[config.mk]
export PLATFORM = sky130hd
export DESIGN_NAME = sorted_timer_bank
export DESIGN_NICKNAME = d
export VERILOG_FILES = /design/src/sv/stb_pkg.sv /design/src/sv/stb_ram.sv /design/src/sv/stb_ctrl.sv /design/src/sv/stb_dp.sv /design/src/sv/sorted_timer_bank.sv
export VERILOG_INCLUDE_DIRS = /design/src /design/src/sv
export SDC_FILE = /design/constraint.sdc
export NUM_CORES = 2
export LEC_CHECK = 0
export ABC_AREA = 1
export BUFFER_PORTS_ARGS = -buffer_cell sky130_fd_sc_hd__buf_2
export CAP_MARGIN = 10
export CELL_PAD_IN_SITES_DETAIL_PLACEMENT = 1
export CELL_PAD_IN_SITES_GLOBAL_PLACEMENT = 1
export CORE_ASPECT_RATIO = 0.9
export CORE_MARGIN = 4
export CORE_UTILIZATION = 44
export DETAILED_ROUTE_END_ITERATION = 6
export MAX_ROUTING_LAYER = met4
export PLACE_DENSITY = 0.77
export SKIP_CTS_REPAIR_TIMING = 1
export SLEW_MARGIN = 20
export SYNTH_ARGS = -nofsm -noshare
export SYNTH_HDL_FRONTEND = slang
export SYNTH_SLANG_ARGS = --single-unit
export TNS_END_PERCENT = 5
[constraint.sdc]
create_clock -name i_clk -period 7 [get_ports i_clk]
set_clock_uncertainty 0.2 [all_clocks]
set_input_delay 0 -clock i_clk [delete_from_list [all_inputs] [get_ports i_clk]]
set_output_delay 0 -clock i_clk [all_outputs]
set_load 0.05 [all_outputs]
[src/sv/sorted_timer_bank_defines.svh]
// assertion macros shared by the sorted timer bank
`ifndef SORTED_TIMER_BANK_DEFINES_SVH
`define SORTED_TIMER_BANK_DEFINES_SVH

// same-cycle implication, checked outside reset
`define STB_ASSERT_NOW(lbl, clk, rst_n, ante, cons) \
    lbl: assert property (@(posedge clk) disable iff (!(rst_n)) (ante) |-> (cons)) \
        else $error("sorted timer bank check failed");

// next-cycle implication, checked outside reset
`define STB_ASSERT_NEXT(lbl, clk, rst_n, ante, cons) \
    lbl: assert property (@(posedge clk) disable iff (!(rst_n)) (ante) |=> (cons)) \
        else $error("sorted timer bank check failed");

`endif

[src/sv/stb_pkg.sv]
// types, codes and helpers of the sorted timer bank
`timescale 1ns / 1ps
package stb_pkg;

    localparam int NUM_TIMERS_DEF = 16;

    // command codes
    localparam logic [2:0] FUNC_CREATE = 3'd0;
    localparam logic [2:0] FUNC_START  = 3'd1;
    localparam logic [2:0] FUNC_STOP   = 3'd2;
    localparam logic [2:0] FUNC_DELETE = 3'd3;
    localparam logic [2:0] FUNC_SETIV  = 3'd4;
    localparam logic [2:0] FUNC_QUERY  = 3'd5;
    localparam logic [2:0] FUNC_TICK   = 3'd6;
    localparam logic [2:0] FUNC_NONE   = 3'd7;

    // status codes
    localparam logic [2:0] ST_OK         = 3'd0;
    localparam logic [2:0] ST_BAD_HANDLE = 3'd1;
    localparam logic [2:0] ST_BAD_STATE  = 3'd2;
    localparam logic [2:0] ST_RANGE      = 3'd3;
    localparam logic [2:0] ST_NO_SLOT    = 3'd4;

    localparam logic KIND_REPLY  = 1'b0;
    localparam logic KIND_EXPIRY = 1'b1;

    // datapath operations
    localparam logic [4:0] OP_NONE     = 5'd0;
    localparam logic [4:0] OP_LOAD     = 5'd1;
    localparam logic [4:0] OP_CREATE   = 5'd2;
    localparam logic [4:0] OP_REPLY    = 5'd3;
    localparam logic [4:0] OP_RD_WSLOT = 5'd4;
    localparam logic [4:0] OP_QUERY    = 5'd5;
    localparam logic [4:0] OP_POS_CLR  = 5'd6;
    localparam logic [4:0] OP_POS_INC  = 5'd7;
    localparam logic [4:0] OP_RM_SHIFT = 5'd8;
    localparam logic [4:0] OP_RD_PER   = 5'd9;
    localparam logic [4:0] OP_SET_WAKE = 5'd10;
    localparam logic [4:0] OP_RD_LIST  = 5'd11;
    localparam logic [4:0] OP_INSERT   = 5'd12;
    localparam logic [4:0] OP_TICK     = 5'd13;
    localparam logic [4:0] OP_RD_HEAD  = 5'd14;
    localparam logic [4:0] OP_POP      = 5'd15;
    localparam logic [4:0] OP_REPORT   = 5'd16;
    localparam logic [4:0] OP_CLR_RUN  = 5'd17;
    localparam logic [4:0] OP_DEL      = 5'd18;
    localparam logic [4:0] OP_WR_PER   = 5'd19;

    typedef struct packed {
        logic [2:0]  func;
        logic [7:0]  handle;
        logic        mode;
        logic [31:0] interval;
    } t_in;

    typedef struct packed {
        logic        reply_kind;
        logic [2:0]  status;
        logic [3:0]  result_handle;
        logic [31:0] remaining;
        logic        last;
    } t_out;

    typedef struct packed {
        logic [4:0] op;
        logic [2:0] status;
        logic       give_handle;
    } t_dp_cmd;

    typedef struct packed {
        logic [2:0] func;
        logic       h_ok;
        logic       used;
        logic       running;
        logic       iv_bad;
        logic       free_ok;
        logic       cnt_zero;
        logic       pos_end;
        logic       pos_match;
        logic       wake_after;
        logic       head_due;
        logic       dn_zero;
        logic       dq_auto;
        logic       out_free;
    } t_dp_stat;

    // wrapping difference a - b read as signed is above zero
    function automatic logic diff_pos(input logic [31:0] a, input logic [31:0] b);
        logic [31:0] d;
        d = a - b;
        return (d != 32'd0) && !d[31];
    endfunction

endpackage

[src/sv/stb_ram.sv]
// generic single write port ram with registered read
`timescale 1ns / 1ps
module stb_ram #(
    parameter int WIDTH = 32,
    parameter int DEPTH = 16,
    localparam int AW = (DEPTH > 1) ? $clog2(DEPTH) : 1
) (
    input  logic             i_clk,
    input  logic             i_we,
    input  logic [AW-1:0]    i_wa,
    input  logic [WIDTH-1:0] i_wd,
    input  logic [AW-1:0]    i_ra,
    output logic [WIDTH-1:0] o_rd
);
    logic [WIDTH-1:0] r_mem [DEPTH];
    logic [WIDTH-1:0] r_rd;

    // write and registered read
    always_ff @(posedge i_clk) begin
        if (i_we) begin
            r_mem[i_wa] <= i_wd;
        end
        r_rd <= r_mem[i_ra];
    end

    assign o_rd = r_rd;
endmodule

[src/sv/stb_ctrl.sv]
// sequencer of the sorted timer bank
`timescale 1ns / 1ps
module stb_ctrl (
    input  logic              i_clk,
    input  logic              i_rst_n,
    input  logic              i_in_valid,
    output logic              o_in_stall,
    input  stb_pkg::t_dp_stat i_stat,
    output stb_pkg::t_dp_cmd  o_cmd
);
    localparam logic [3:0] S_IDLE   = 4'd0;
    localparam logic [3:0] S_DISP   = 4'd1;
    localparam logic [3:0] S_RM     = 4'd2;
    localparam logic [3:0] S_POSTRM = 4'd3;
    localparam logic [3:0] S_RDPER  = 4'd4;
    localparam logic [3:0] S_SETW   = 4'd5;
    localparam logic [3:0] S_INS    = 4'd6;
    localparam logic [3:0] S_INSCMP = 4'd7;
    localparam logic [3:0] S_QCMP   = 4'd8;
    localparam logic [3:0] S_REPLY  = 4'd9;
    localparam logic [3:0] S_DRRD   = 4'd10;
    localparam logic [3:0] S_DRCMP  = 4'd11;
    localparam logic [3:0] S_AP     = 4'd12;

    logic [3:0] r_state, n_state;
    logic [2:0] r_st, n_st;
    logic [3:0] w_ins_done;

    // after an insert a tick goes back to its reports, a command replies
    assign w_ins_done = (i_stat.func == stb_pkg::FUNC_TICK) ? S_AP : S_REPLY;

    // next state and command
    always_comb begin
        n_state = r_state;
        n_st    = r_st;
        o_cmd   = '{op: stb_pkg::OP_NONE, status: r_st, give_handle: 1'b0};
        unique case (r_state)
            S_IDLE: begin
                if (i_in_valid) begin
                    o_cmd.op = stb_pkg::OP_LOAD;
                    n_state  = S_DISP;
                end
            end
            S_DISP: begin
                n_st    = stb_pkg::ST_OK;
                n_state = S_REPLY;
                if (i_stat.func == stb_pkg::FUNC_CREATE) begin
                    if (i_stat.iv_bad) begin
                        n_st = stb_pkg::ST_RANGE;
                    end else if (!i_stat.free_ok) begin
                        n_st = stb_pkg::ST_NO_SLOT;
                    end else begin
                        o_cmd.op = stb_pkg::OP_CREATE;
                    end
                end else if (i_stat.func == stb_pkg::FUNC_TICK) begin
                    o_cmd.op = stb_pkg::OP_TICK;
                    n_state  = S_DRRD;
                end else if (i_stat.func == stb_pkg::FUNC_NONE) begin
                    n_state = S_IDLE;
                end else if (!i_stat.h_ok) begin
                    n_st = stb_pkg::ST_BAD_HANDLE;
                end else if (!i_stat.used) begin
                    n_st = stb_pkg::ST_BAD_STATE;
                end else begin
                    priority case (i_stat.func)
                        stb_pkg::FUNC_START: begin
                            if (i_stat.running) begin
                                o_cmd.op = stb_pkg::OP_POS_CLR;
                                n_state  = S_RM;
                            end else begin
                                n_state = S_RDPER;
                            end
                        end
                        stb_pkg::FUNC_STOP: begin
                            if (!i_stat.running) begin
                                n_st = stb_pkg::ST_BAD_STATE;
                            end else begin
                                o_cmd.op = stb_pkg::OP_POS_CLR;
                                n_state  = S_RM;
                            end
                        end
                        stb_pkg::FUNC_DELETE: begin
                            if (i_stat.running) begin
                                o_cmd.op = stb_pkg::OP_POS_CLR;
                                n_state  = S_RM;
                            end else begin
                                o_cmd.op = stb_pkg::OP_DEL;
                            end
                        end
                        stb_pkg::FUNC_SETIV: begin
                            if (i_stat.iv_bad) begin
                                n_st = stb_pkg::ST_RANGE;
                            end else if (i_stat.running) begin
                                o_cmd.op = stb_pkg::OP_POS_CLR;
                                n_state  = S_RM;
                            end else begin
                                o_cmd.op = stb_pkg::OP_WR_PER;
                            end
                        end
                        default: begin
                            if (!i_stat.running) begin
                                n_st = stb_pkg::ST_BAD_STATE;
                            end else begin
                                o_cmd.op = stb_pkg::OP_RD_WSLOT;
                                n_state  = S_QCMP;
                            end
                        end
                    endcase
                end
            end
            // walk the list until the addressed timer is found
            S_RM: begin
                if (i_stat.pos_end) begin
                    n_state = S_POSTRM;
                end else if (i_stat.pos_match) begin
                    o_cmd.op = stb_pkg::OP_RM_SHIFT;
                    n_state  = S_POSTRM;
                end else begin
                    o_cmd.op = stb_pkg::OP_POS_INC;
                end
            end
            S_POSTRM: begin
                priority case (i_stat.func)
                    stb_pkg::FUNC_START: n_state = S_RDPER;
                    stb_pkg::FUNC_STOP: begin
                        o_cmd.op = stb_pkg::OP_CLR_RUN;
                        n_state  = S_REPLY;
                    end
                    stb_pkg::FUNC_DELETE: begin
                        o_cmd.op = stb_pkg::OP_DEL;
                        n_state  = S_REPLY;
                    end
                    stb_pkg::FUNC_SETIV: begin
                        o_cmd.op = stb_pkg::OP_WR_PER;
                        n_state  = S_RDPER;
                    end
                    default: n_state = S_REPLY;
                endcase
            end
            S_RDPER: begin
                o_cmd.op = stb_pkg::OP_RD_PER;
                n_state  = S_SETW;
            end
            S_SETW: begin
                o_cmd.op = stb_pkg::OP_SET_WAKE;
                n_state  = S_INS;
            end
            // sorted insert: read each list entry in S_INS, compare it in S_INSCMP
            S_INS: begin
                if (i_stat.pos_end) begin
                    o_cmd.op = stb_pkg::OP_INSERT;
                    n_state  = w_ins_done;
                end else begin
                    o_cmd.op = stb_pkg::OP_RD_LIST;
                    n_state  = S_INSCMP;
                end
            end
            S_INSCMP: begin
                if (i_stat.wake_after) begin
                    o_cmd.op = stb_pkg::OP_INSERT;
                    n_state  = w_ins_done;
                end else begin
                    o_cmd.op = stb_pkg::OP_POS_INC;
                    n_state  = S_INS;
                end
            end
            S_QCMP: begin
                o_cmd.op = stb_pkg::OP_QUERY;
                n_state  = S_REPLY;
            end
            S_REPLY: begin
                if (i_stat.out_free) begin
                    o_cmd.op          = stb_pkg::OP_REPLY;
                    o_cmd.give_handle = (i_stat.func == stb_pkg::FUNC_CREATE) &&
                                        (r_st == stb_pkg::ST_OK);
                    n_state           = S_IDLE;
                end
            end
            // take due timers off the head
            S_DRRD: begin
                if (i_stat.cnt_zero) begin
                    n_state = S_AP;
                end else begin
                    o_cmd.op = stb_pkg::OP_RD_HEAD;
                    n_state  = S_DRCMP;
                end
            end
            S_DRCMP: begin
                if (i_stat.head_due) begin
                    o_cmd.op = stb_pkg::OP_POP;
                    n_state  = S_DRRD;
                end else begin
                    n_state = S_AP;
                end
            end
            // report each due timer and re-arm auto-reload ones
            S_AP: begin
                if (i_stat.dn_zero) begin
                    n_state = S_IDLE;
                end else if (i_stat.out_free) begin
                    o_cmd.op = stb_pkg::OP_REPORT;
                    n_state  = i_stat.dq_auto ? S_RDPER : S_AP;
                end
            end
            default: n_state = S_IDLE;
        endcase
    end

    // state register
    always_ff @(posedge i_clk) begin
        if (!i_rst_n) begin
            r_state <= S_IDLE;
            r_st    <= stb_pkg::ST_OK;
        end else begin
            r_state <= n_state;
            r_st    <= n_st;
        end
    end

    assign o_in_stall = !i_rst_n || (r_state != S_IDLE);
endmodule

[src/sv/stb_dp.sv]
// datapath of the sorted timer bank: slots, order list, time and result register
`timescale 1ns / 1ps
module stb_dp #(
    parameter int NUM_TIMERS = stb_pkg::NUM_TIMERS_DEF,
    localparam int SW = (NUM_TIMERS > 1) ? $clog2(NUM_TIMERS) : 1,
    localparam int CW = $clog2(NUM_TIMERS + 1)
) (
    input  logic              i_clk,
    input  logic              i_rst_n,
    input  stb_pkg::t_in      i_in_data,
    input  logic              i_cfg_we,
    input  logic [31:0]       i_cfg_data,
    input  logic              i_out_stall,
    output logic              o_out_valid,
    output stb_pkg::t_out     o_out_data,
    input  stb_pkg::t_dp_cmd  i_cmd,
    output stb_pkg::t_dp_stat o_stat
);
    logic [31:0]           r_limit;
    logic [31:0]           r_time;
    logic [NUM_TIMERS-1:0] r_used;
    logic [NUM_TIMERS-1:0] r_run;
    logic [NUM_TIMERS-1:0] r_auto;
    logic [SW-1:0]         r_list [NUM_TIMERS];
    logic [SW-1:0]         r_dq   [NUM_TIMERS];
    logic [CW-1:0]         r_cnt;
    logic [CW-1:0]         r_dn;
    logic [CW-1:0]         r_pos;
    logic [2:0]            r_func;
    logic [7:0]            r_h;
    logic                  r_mode;
    logic [31:0]           r_iv;
    logic [SW-1:0]         r_slot;
    logic [31:0]           r_w;
    logic [31:0]           r_rem;
    logic                  r_ovalid;
    stb_pkg::t_out         r_out;

    logic [SW-1:0] w_free;
    logic [SW-1:0] w_wake_ra;
    logic [SW-1:0] w_per_wa;
    logic [31:0]   w_per_wd;
    logic          w_per_we;
    logic [31:0]   w_wake_rd;
    logic [31:0]   w_per_rd;
    logic [31:0]   w_new_wake;
    logic          w_out_free;

    // lowest free slot
    always_comb begin
        w_free = '0;
        for (int i = NUM_TIMERS - 1; i >= 0; i--) begin
            if (!r_used[i]) begin
                w_free = SW'(i);
            end
        end
    end

    // ram addressing
    always_comb begin
        unique case (i_cmd.op)
            stb_pkg::OP_RD_LIST: w_wake_ra = r_list[r_pos[SW-1:0]];
            stb_pkg::OP_RD_HEAD: w_wake_ra = r_list[0];
            default:             w_wake_ra = r_slot;
        endcase
    end

    assign w_per_we   = (i_cmd.op == stb_pkg::OP_CREATE) || (i_cmd.op == stb_pkg::OP_WR_PER);
    assign w_per_wa   = (i_cmd.op == stb_pkg::OP_CREATE) ? w_free : r_slot;
    assign w_per_wd   = r_iv;
    assign w_new_wake = r_time + w_per_rd;
    assign w_out_free = !r_ovalid || !i_out_stall;

    stb_ram #(.WIDTH(32), .DEPTH(NUM_TIMERS)) u_wake_ram (
        .i_clk (i_clk),
        .i_we  (i_cmd.op == stb_pkg::OP_SET_WAKE),
        .i_wa  (r_slot),
        .i_wd  (w_new_wake),
        .i_ra  (w_wake_ra),
        .o_rd  (w_wake_rd)
    );

    stb_ram #(.WIDTH(32), .DEPTH(NUM_TIMERS)) u_period_ram (
        .i_clk (i_clk),
        .i_we  (w_per_we),
        .i_wa  (w_per_wa),
        .i_wd  (w_per_wd),
        .i_ra  (r_slot),
        .o_rd  (w_per_rd)
    );

    // status towards the sequencer
    always_comb begin
        o_stat.func       = r_func;
        o_stat.h_ok       = {1'b0, r_h} < 9'(NUM_TIMERS);
        o_stat.used       = r_used[r_slot];
        o_stat.running    = r_run[r_slot];
        o_stat.iv_bad     = (r_iv == 32'd0) || (r_iv >= r_limit);
        o_stat.free_ok    = !(&r_used);
        o_stat.cnt_zero   = (r_cnt == '0);
        o_stat.pos_end    = (r_pos == r_cnt);
        o_stat.pos_match  = (r_list[r_pos[SW-1:0]] == r_slot);
        o_stat.wake_after = stb_pkg::diff_pos(w_wake_rd, r_w);
        o_stat.head_due   = !stb_pkg::diff_pos(w_wake_rd, r_time);
        o_stat.dn_zero    = (r_dn == '0);
        o_stat.dq_auto    = r_auto[r_dq[0]];
        o_stat.out_free   = w_out_free;
    end

    // control state: time, flags, counts, result valid
    always_ff @(posedge i_clk) begin
        if (!i_rst_n) begin
            r_limit  <= '1;
            r_time   <= '0;
            r_used   <= '0;
            r_run    <= '0;
            r_cnt    <= '0;
            r_dn     <= '0;
            r_ovalid <= 1'b0;
        end else begin
            if (i_cfg_we) begin
                r_limit <= i_cfg_data;
            end
            unique case (i_cmd.op)
                stb_pkg::OP_TICK:     r_time <= r_time + 32'd1;
                stb_pkg::OP_CREATE: begin
                    r_used[w_free] <= 1'b1;
                    r_run[w_free]  <= 1'b0;
                end
                stb_pkg::OP_SET_WAKE: r_run[r_slot] <= 1'b1;
                stb_pkg::OP_CLR_RUN:  r_run[r_slot] <= 1'b0;
                stb_pkg::OP_DEL: begin
                    r_used[r_slot] <= 1'b0;
                    r_run[r_slot]  <= 1'b0;
                end
                stb_pkg::OP_RM_SHIFT: r_cnt <= r_cnt - CW'(1);
                stb_pkg::OP_INSERT:   r_cnt <= r_cnt + CW'(1);
                stb_pkg::OP_POP: begin
                    r_cnt <= r_cnt - CW'(1);
                    r_dn  <= r_dn + CW'(1);
                end
                stb_pkg::OP_REPORT: begin
                    r_dn           <= r_dn - CW'(1);
                    r_run[r_dq[0]] <= r_auto[r_dq[0]];
                end
                default: ;
            endcase
            if ((i_cmd.op == stb_pkg::OP_REPLY) || (i_cmd.op == stb_pkg::OP_REPORT)) begin
                r_ovalid <= 1'b1;
            end else if (r_ovalid && !i_out_stall) begin
                r_ovalid <= 1'b0;
            end
        end
    end

    // payload: latched command, list and due queue cells, result
    always_ff @(posedge i_clk) begin
        unique case (i_cmd.op)
            stb_pkg::OP_LOAD: begin
                r_func <= i_in_data.func;
                r_h    <= i_in_data.handle;
                r_mode <= i_in_data.mode;
                r_iv   <= i_in_data.interval;
                r_slot <= i_in_data.handle[SW-1:0];
                r_rem  <= '0;
            end
            stb_pkg::OP_CREATE: begin
                r_slot         <= w_free;
                r_auto[w_free] <= r_mode;
            end
            stb_pkg::OP_QUERY: begin
                r_rem <= stb_pkg::diff_pos(w_wake_rd, r_time) ? (w_wake_rd - r_time) : '0;
            end
            stb_pkg::OP_POS_CLR, stb_pkg::OP_TICK: r_pos <= '0;
            stb_pkg::OP_POS_INC: r_pos <= r_pos + CW'(1);
            stb_pkg::OP_SET_WAKE: begin
                r_w   <= w_new_wake;
                r_pos <= '0;
            end
            stb_pkg::OP_RM_SHIFT: begin
                for (int j = 0; j < NUM_TIMERS - 1; j++) begin
                    if (CW'(j) >= r_pos) begin
                        r_list[j] <= r_list[j+1];
                    end
                end
            end
            stb_pkg::OP_INSERT: begin
                for (int j = 1; j < NUM_TIMERS; j++) begin
                    if (CW'(j) > r_pos) begin
                        r_list[j] <= r_list[j-1];
                    end
                end
                r_list[r_pos[SW-1:0]] <= r_slot;
            end
            stb_pkg::OP_POP: begin
                for (int j = 0; j < NUM_TIMERS - 1; j++) begin
                    r_list[j] <= r_list[j+1];
                end
                r_dq[r_dn[SW-1:0]] <= r_list[0];
            end
            stb_pkg::OP_REPORT: begin
                for (int j = 0; j < NUM_TIMERS - 1; j++) begin
                    r_dq[j] <= r_dq[j+1];
                end
                r_slot <= r_dq[0];
                r_out  <= '{reply_kind: stb_pkg::KIND_EXPIRY, status: stb_pkg::ST_OK,
                            result_handle: 4'(r_dq[0]), remaining: 32'd0,
                            last: (r_dn == CW'(1))};
            end
            stb_pkg::OP_REPLY: begin
                r_out <= '{reply_kind: stb_pkg::KIND_REPLY, status: i_cmd.status,
                           result_handle: i_cmd.give_handle ? 4'(r_slot) : 4'd0,
                           remaining: r_rem, last: 1'b1};
            end
            default: ;
        endcase
    end

    assign o_out_valid = r_ovalid;
    assign o_out_data  = r_out;
endmodule

[src/sv/sorted_timer_bank.sv]
// top level of the sorted timer bank
`timescale 1ns / 1ps
`include "sorted_timer_bank_defines.svh"
// Bank of NUM_TIMERS one-shot or auto-reload timers kept in a list sorted by
// wake time; one command or tick is taken at a time and the input stalls until
// all its results have gone into the output register. A slot command walks the
// list to take a running timer off it, and walks it again in the sorted insert
// when it is armed. A tick drains the due timers from the head, then reports
// each one and arms and inserts the auto-reload timers again. The time taken is
// set by the walk over the order list; the insert walk reads the wake-time
// memory once per entry. The wake and period memories need no clearing pass,
// so the block is ready straight out of reset.
module sorted_timer_bank #(
    parameter int NUM_TIMERS = stb_pkg::NUM_TIMERS_DEF
) (
    input  logic          i_clk,
    input  logic          i_rst_n,
    input  logic          i_in_valid,
    output logic          o_in_stall,
    input  stb_pkg::t_in  i_in_data,
    output logic          o_out_valid,
    input  logic          i_out_stall,
    output stb_pkg::t_out o_out_data,
    input  logic          i_cfg_we,
    input  logic [31:0]   i_cfg_data
);
    stb_pkg::t_dp_cmd  w_cmd;
    stb_pkg::t_dp_stat w_stat;
    logic              w_reply;
    logic              w_report;
    logic              w_emit;

    stb_ctrl u_ctrl (
        .i_clk      (i_clk),
        .i_rst_n    (i_rst_n),
        .i_in_valid (i_in_valid),
        .o_in_stall (o_in_stall),
        .i_stat     (w_stat),
        .o_cmd      (w_cmd)
    );

    stb_dp #(.NUM_TIMERS(NUM_TIMERS)) u_dp (
        .i_clk       (i_clk),
        .i_rst_n     (i_rst_n),
        .i_in_data   (i_in_data),
        .i_cfg_we    (i_cfg_we),
        .i_cfg_data  (i_cfg_data),
        .i_out_stall (i_out_stall),
        .o_out_valid (o_out_valid),
        .o_out_data  (o_out_data),
        .i_cmd       (w_cmd),
        .o_stat      (w_stat)
    );

    // result-producing commands
    assign w_reply  = (w_cmd.op == stb_pkg::OP_REPLY);
    assign w_report = (w_cmd.op == stb_pkg::OP_REPORT);
    assign w_emit   = w_reply || w_report;

    // results only go out when the output register can take them
    `STB_ASSERT_NOW(a_emit_free, i_clk, i_rst_n, w_emit, w_stat.out_free)
    // an expiry report only with a due timer queued
    `STB_ASSERT_NOW(a_report_queued, i_clk, i_rst_n, w_report, !w_stat.dn_zero)
    // a command reply always closes its transfer group
    `STB_ASSERT_NEXT(a_reply_last, i_clk, i_rst_n, w_reply, o_out_valid && o_out_data.last)
endmodule
==> summary.md <==
| Metric | Value |
|---|---|
| Io pins | about 120 |
| Hold Path Sink | u_dp.r_slot[2] |
| DP Area | 71380 µm² |
| Worst r2r path cells | 23 |
| CP endpoint kind | flip-flop |
| Drt via density | about 5.8 |
| Syn Nets | 6581 |
| CTS Buf Count | about 160 |
| Worst Path Class, Setup | flip-flop to flip-flop |
| Synth Cell Area | a little under 70000 µm² |
| Die H | ~380 µm |
| DRT Wirelength | 226900 µm |
| Hold WC Path Type | primary input to flip-flop |
| Num rows | between 100 and 150 |
| Placeable Area | 153100 µm² |
| PnR worst setup slack | 0.6968 ns |
| # H-tree levels | 4 |
| Dpl hpwl | 141000 µm |
| Clk sinks | between 1500 and 2000 |
| Max rail drop VDD | 0.3113 mV |
| Post-synth ARST share | 0 |
| RSZ-0062 raised after global routing | false |
| Synth Warn # | 0 |
| Area growth syn-to-layout | 15.40% |
| Vias | 51610 |
| Status | finished, final reports clean |
| Setup TNS Final | 0 ns |
| Startpoint Class | flip-flop |
| Post-synthesis instance total | 6359 |
| Fin crit period | ~6.3 ns |
| Antenna-violating nets left | 0 |
| Reg2reg end | u_dp.u_period_ram.r_mem[4][15] |
| CTS tree | yes |
| Die area | 160900 µm² |
| Most frequent cells in the layout | 1322 x edfxtp_1, 1185 x nand2_1, 817 x inv_1, 399 x nor2_1, 389 x a21oi_1 |
| # setup viols final | 0 |
| Worst EP arrival | 6.53 ns |
| Commonest non-fill, non-tap cell in the layout | edfxtp_1 |
| Initial antenna violation count | 8 |
| Slew Limit Fails | 0 |
| Worst-path clk slew | ~0.070 ns |
| Post-synth EDFFs | roughly 1300 |
| Worst reg-to-reg setup slack | 0.70 ns |
| Longest Clk Path Bufs | 3 |
| Sequential fraction of the synthesis area | 0.6374 |
| Remaining global-route overflow | 0 |
| Required time of the critical path | 7.23 ns |
| DR WL/cell | 25.66 µm |
| GR Util All Layers | 0.2728 |
| Finished Cell Area | 78480 µm² |
| Final Hold Viols | 0 |
| Initial Utilization | 0.4440 |
| Max-Cap Viols | 0 |
| Vias in the first global route | 51860 |
| Routability congestion estimate | between 0.9 and 1 |
| TritonRoute pass-1 iters | 5 |
| Worst slew margin | 0.2464 |
| Number of distinct library cells after synthesis | 67 |
| Syn avg cell area | 10.69 µm² |
| Worst-Margin Slew | 1.129 ns |
| Pin count of the biggest net entering global routing | 126 |
| Critical path peak fanout | 27 |
| Prevailing post-synth register cell | edfxtp_1 |
| Pwr Density | around 320 nW/µm² |
| Worst skew pair latency | 0.81 ns |
| Fraction of layout cells with a size suffix above 1 | 0.08498 |
| DRC Markers | 0 |
| Starting DRC count in detailed routing | between 5000 and 6000 |
| Hold depth | 4 |
| HP Start | i_in_data[35] |
| First-pass GRT wire length | about 330000 µm |
| Leakage | 29.94 nW |
| Die Span X | approximately 420 µm |
| Crit share post-route | 0.9005 |
| Root Buffer | clkbuf_16 |
| Setup WS pre-CTS | 0.9894 ns |
| PortBufs | 123 |
| Flops & latches, synth | 1504 |
| Achievable Freq | 158.6 MHz |
| Worst r2r src | u_dp.r_iv[31] |
| Final nets | 6931 |
==> layer usage <==
layer  routed length, µm  part of all wire  GRT usage
met1               95890              0.42     0.3616
met2              108800              0.48     0.4336
met4                7582             0.033    0.08455
met5                   0                 0          -
met3               14670             0.065    0.04421
==> registers in the layout, summed over array words and instances, names as in the netlist, 41 cells and up, named ones only <==
signal,flops
u_dp.r_list,64
u_dp.r_dq,64
u_dp.o_out_data,41
u_dp.u_period_ram.r_mem,512
u_dp.u_wake_ram.r_mem,512
==> worst max-delay path: stages, from the launching register on <==
cell	delay [ns]
edfxtp_1	0.85
ha_1	0.41
a21oi_1	0.23
o21ai_0	0.15
nor2_1	0.16
nand2_1	0.09
nor2_1	0.56
nand2_1	0.30
nor2_1	0.26
inv_1	0.08
nand3_1	0.08
nand2_1	0.07
nand2_1	0.06
nand2_1	0.04
nand2_1	0.05
nor2_1	0.08
a21oi_4	0.19
nand2_2	0.21
nor2_8	0.32
inv_2	0.21
o41ai_4	0.17
nand3_2	0.30
nor2_4	0.30
buf_4	0.50
==> cells by family (layout without fill, tap and decap cells) <==
family / count (synthesis) / count (layout) / synth area share
compound gates: 1390 / 1390 / 0.1276
fa+ha+maj: 141 / 141 / 0.02638
mux: 62 / 62 / 0.009126
xor+xnor: 57 / 57 / 0.007341
flops: 1504 / 1504 / 0.6374
simple gates: 2087 / 2087 / 0.1290
other cells: 1 / 7 / 0.00005514
buf+inv: 1117 / 1595 / 0.06315
==> stage by stage <==
step / hold slack, ns / cells / utilization / total power, mW
2_1_floorplan: -0.1011 / 6359 / - / 14.48
3_3_place_gp: -0.02356 / 8332 / 0.4659 / 16.65
3_5_place_dp: -0.02153 / 8333 / 0.4661 / 16.82
4_1_cts: -0.8786 / 8618 / 0.4979 / 24.85
5_1_grt: 0.01981 / 8842 / 0.5124 / 26.08
6_report: 0.02817 / 8844 / 0.5124 / 25.02
==> synth_stat cells (all sizes together), types with 43 or more instances <==
master  number  share of area
buf         78         0.0058
inv        856          0.047
edfxtp    1322           0.58
nand2     1204          0.067
nor2       444          0.025
a21oi      394          0.029
o22ai       74         0.0068
nor3        64         0.0049
ha         137          0.025
o211ai     281          0.031
clkbuf     176         0.0097
a22oi      256          0.028
dfxtp      182          0.054
nand4       43         0.0040
o21ai      310          0.023
nand3      253          0.019
mux2i       62         0.0091
==> power breakdown <==
group | switching [mW] | internal [mW]
Sequential | 0.502 | 10.6
Clock | 3.71 | 4.40
Combinational | 4.18 | 1.66
Total | 8.39 | 16.6
==> worst max path at each step <==
stage / depth (start not counted) / start / to
2_1_floorplan: 29 / u_dp.u_wake_ram.o_rd[0] / u_dp.u_period_ram.r_mem[12][0]
3_3_place_gp: 25 / u_dp.r_iv[17] / u_dp.u_period_ram.r_mem[4][10]
3_5_place_dp: 25 / u_dp.r_iv[17] / u_dp.u_period_ram.r_mem[4][15]
4_1_cts: 25 / u_dp.r_iv[17] / u_dp.u_period_ram.r_mem[4][5]
5_1_grt: 25 / u_dp.r_iv[17] / u_dp.u_period_ram.r_mem[4][15]
6_report: 23 / u_dp.r_iv[31] / u_dp.u_period_ram.r_mem[4][15]
==> final cells by class <==
cell class | instances | area [µm²]
inverter | 863 | 3247
sequential | 1504 | 43350
fill | 16390 | 74670
clock inverter | 80 | 703.2
tap | 2001 | 2504
antenna | 6 | 15.01
multi-input combinational | 3738 | 20760
clock buffer | 205 | 4170
timing repair buffer | 447 | 3736
(Power assumes the default switching activity.)
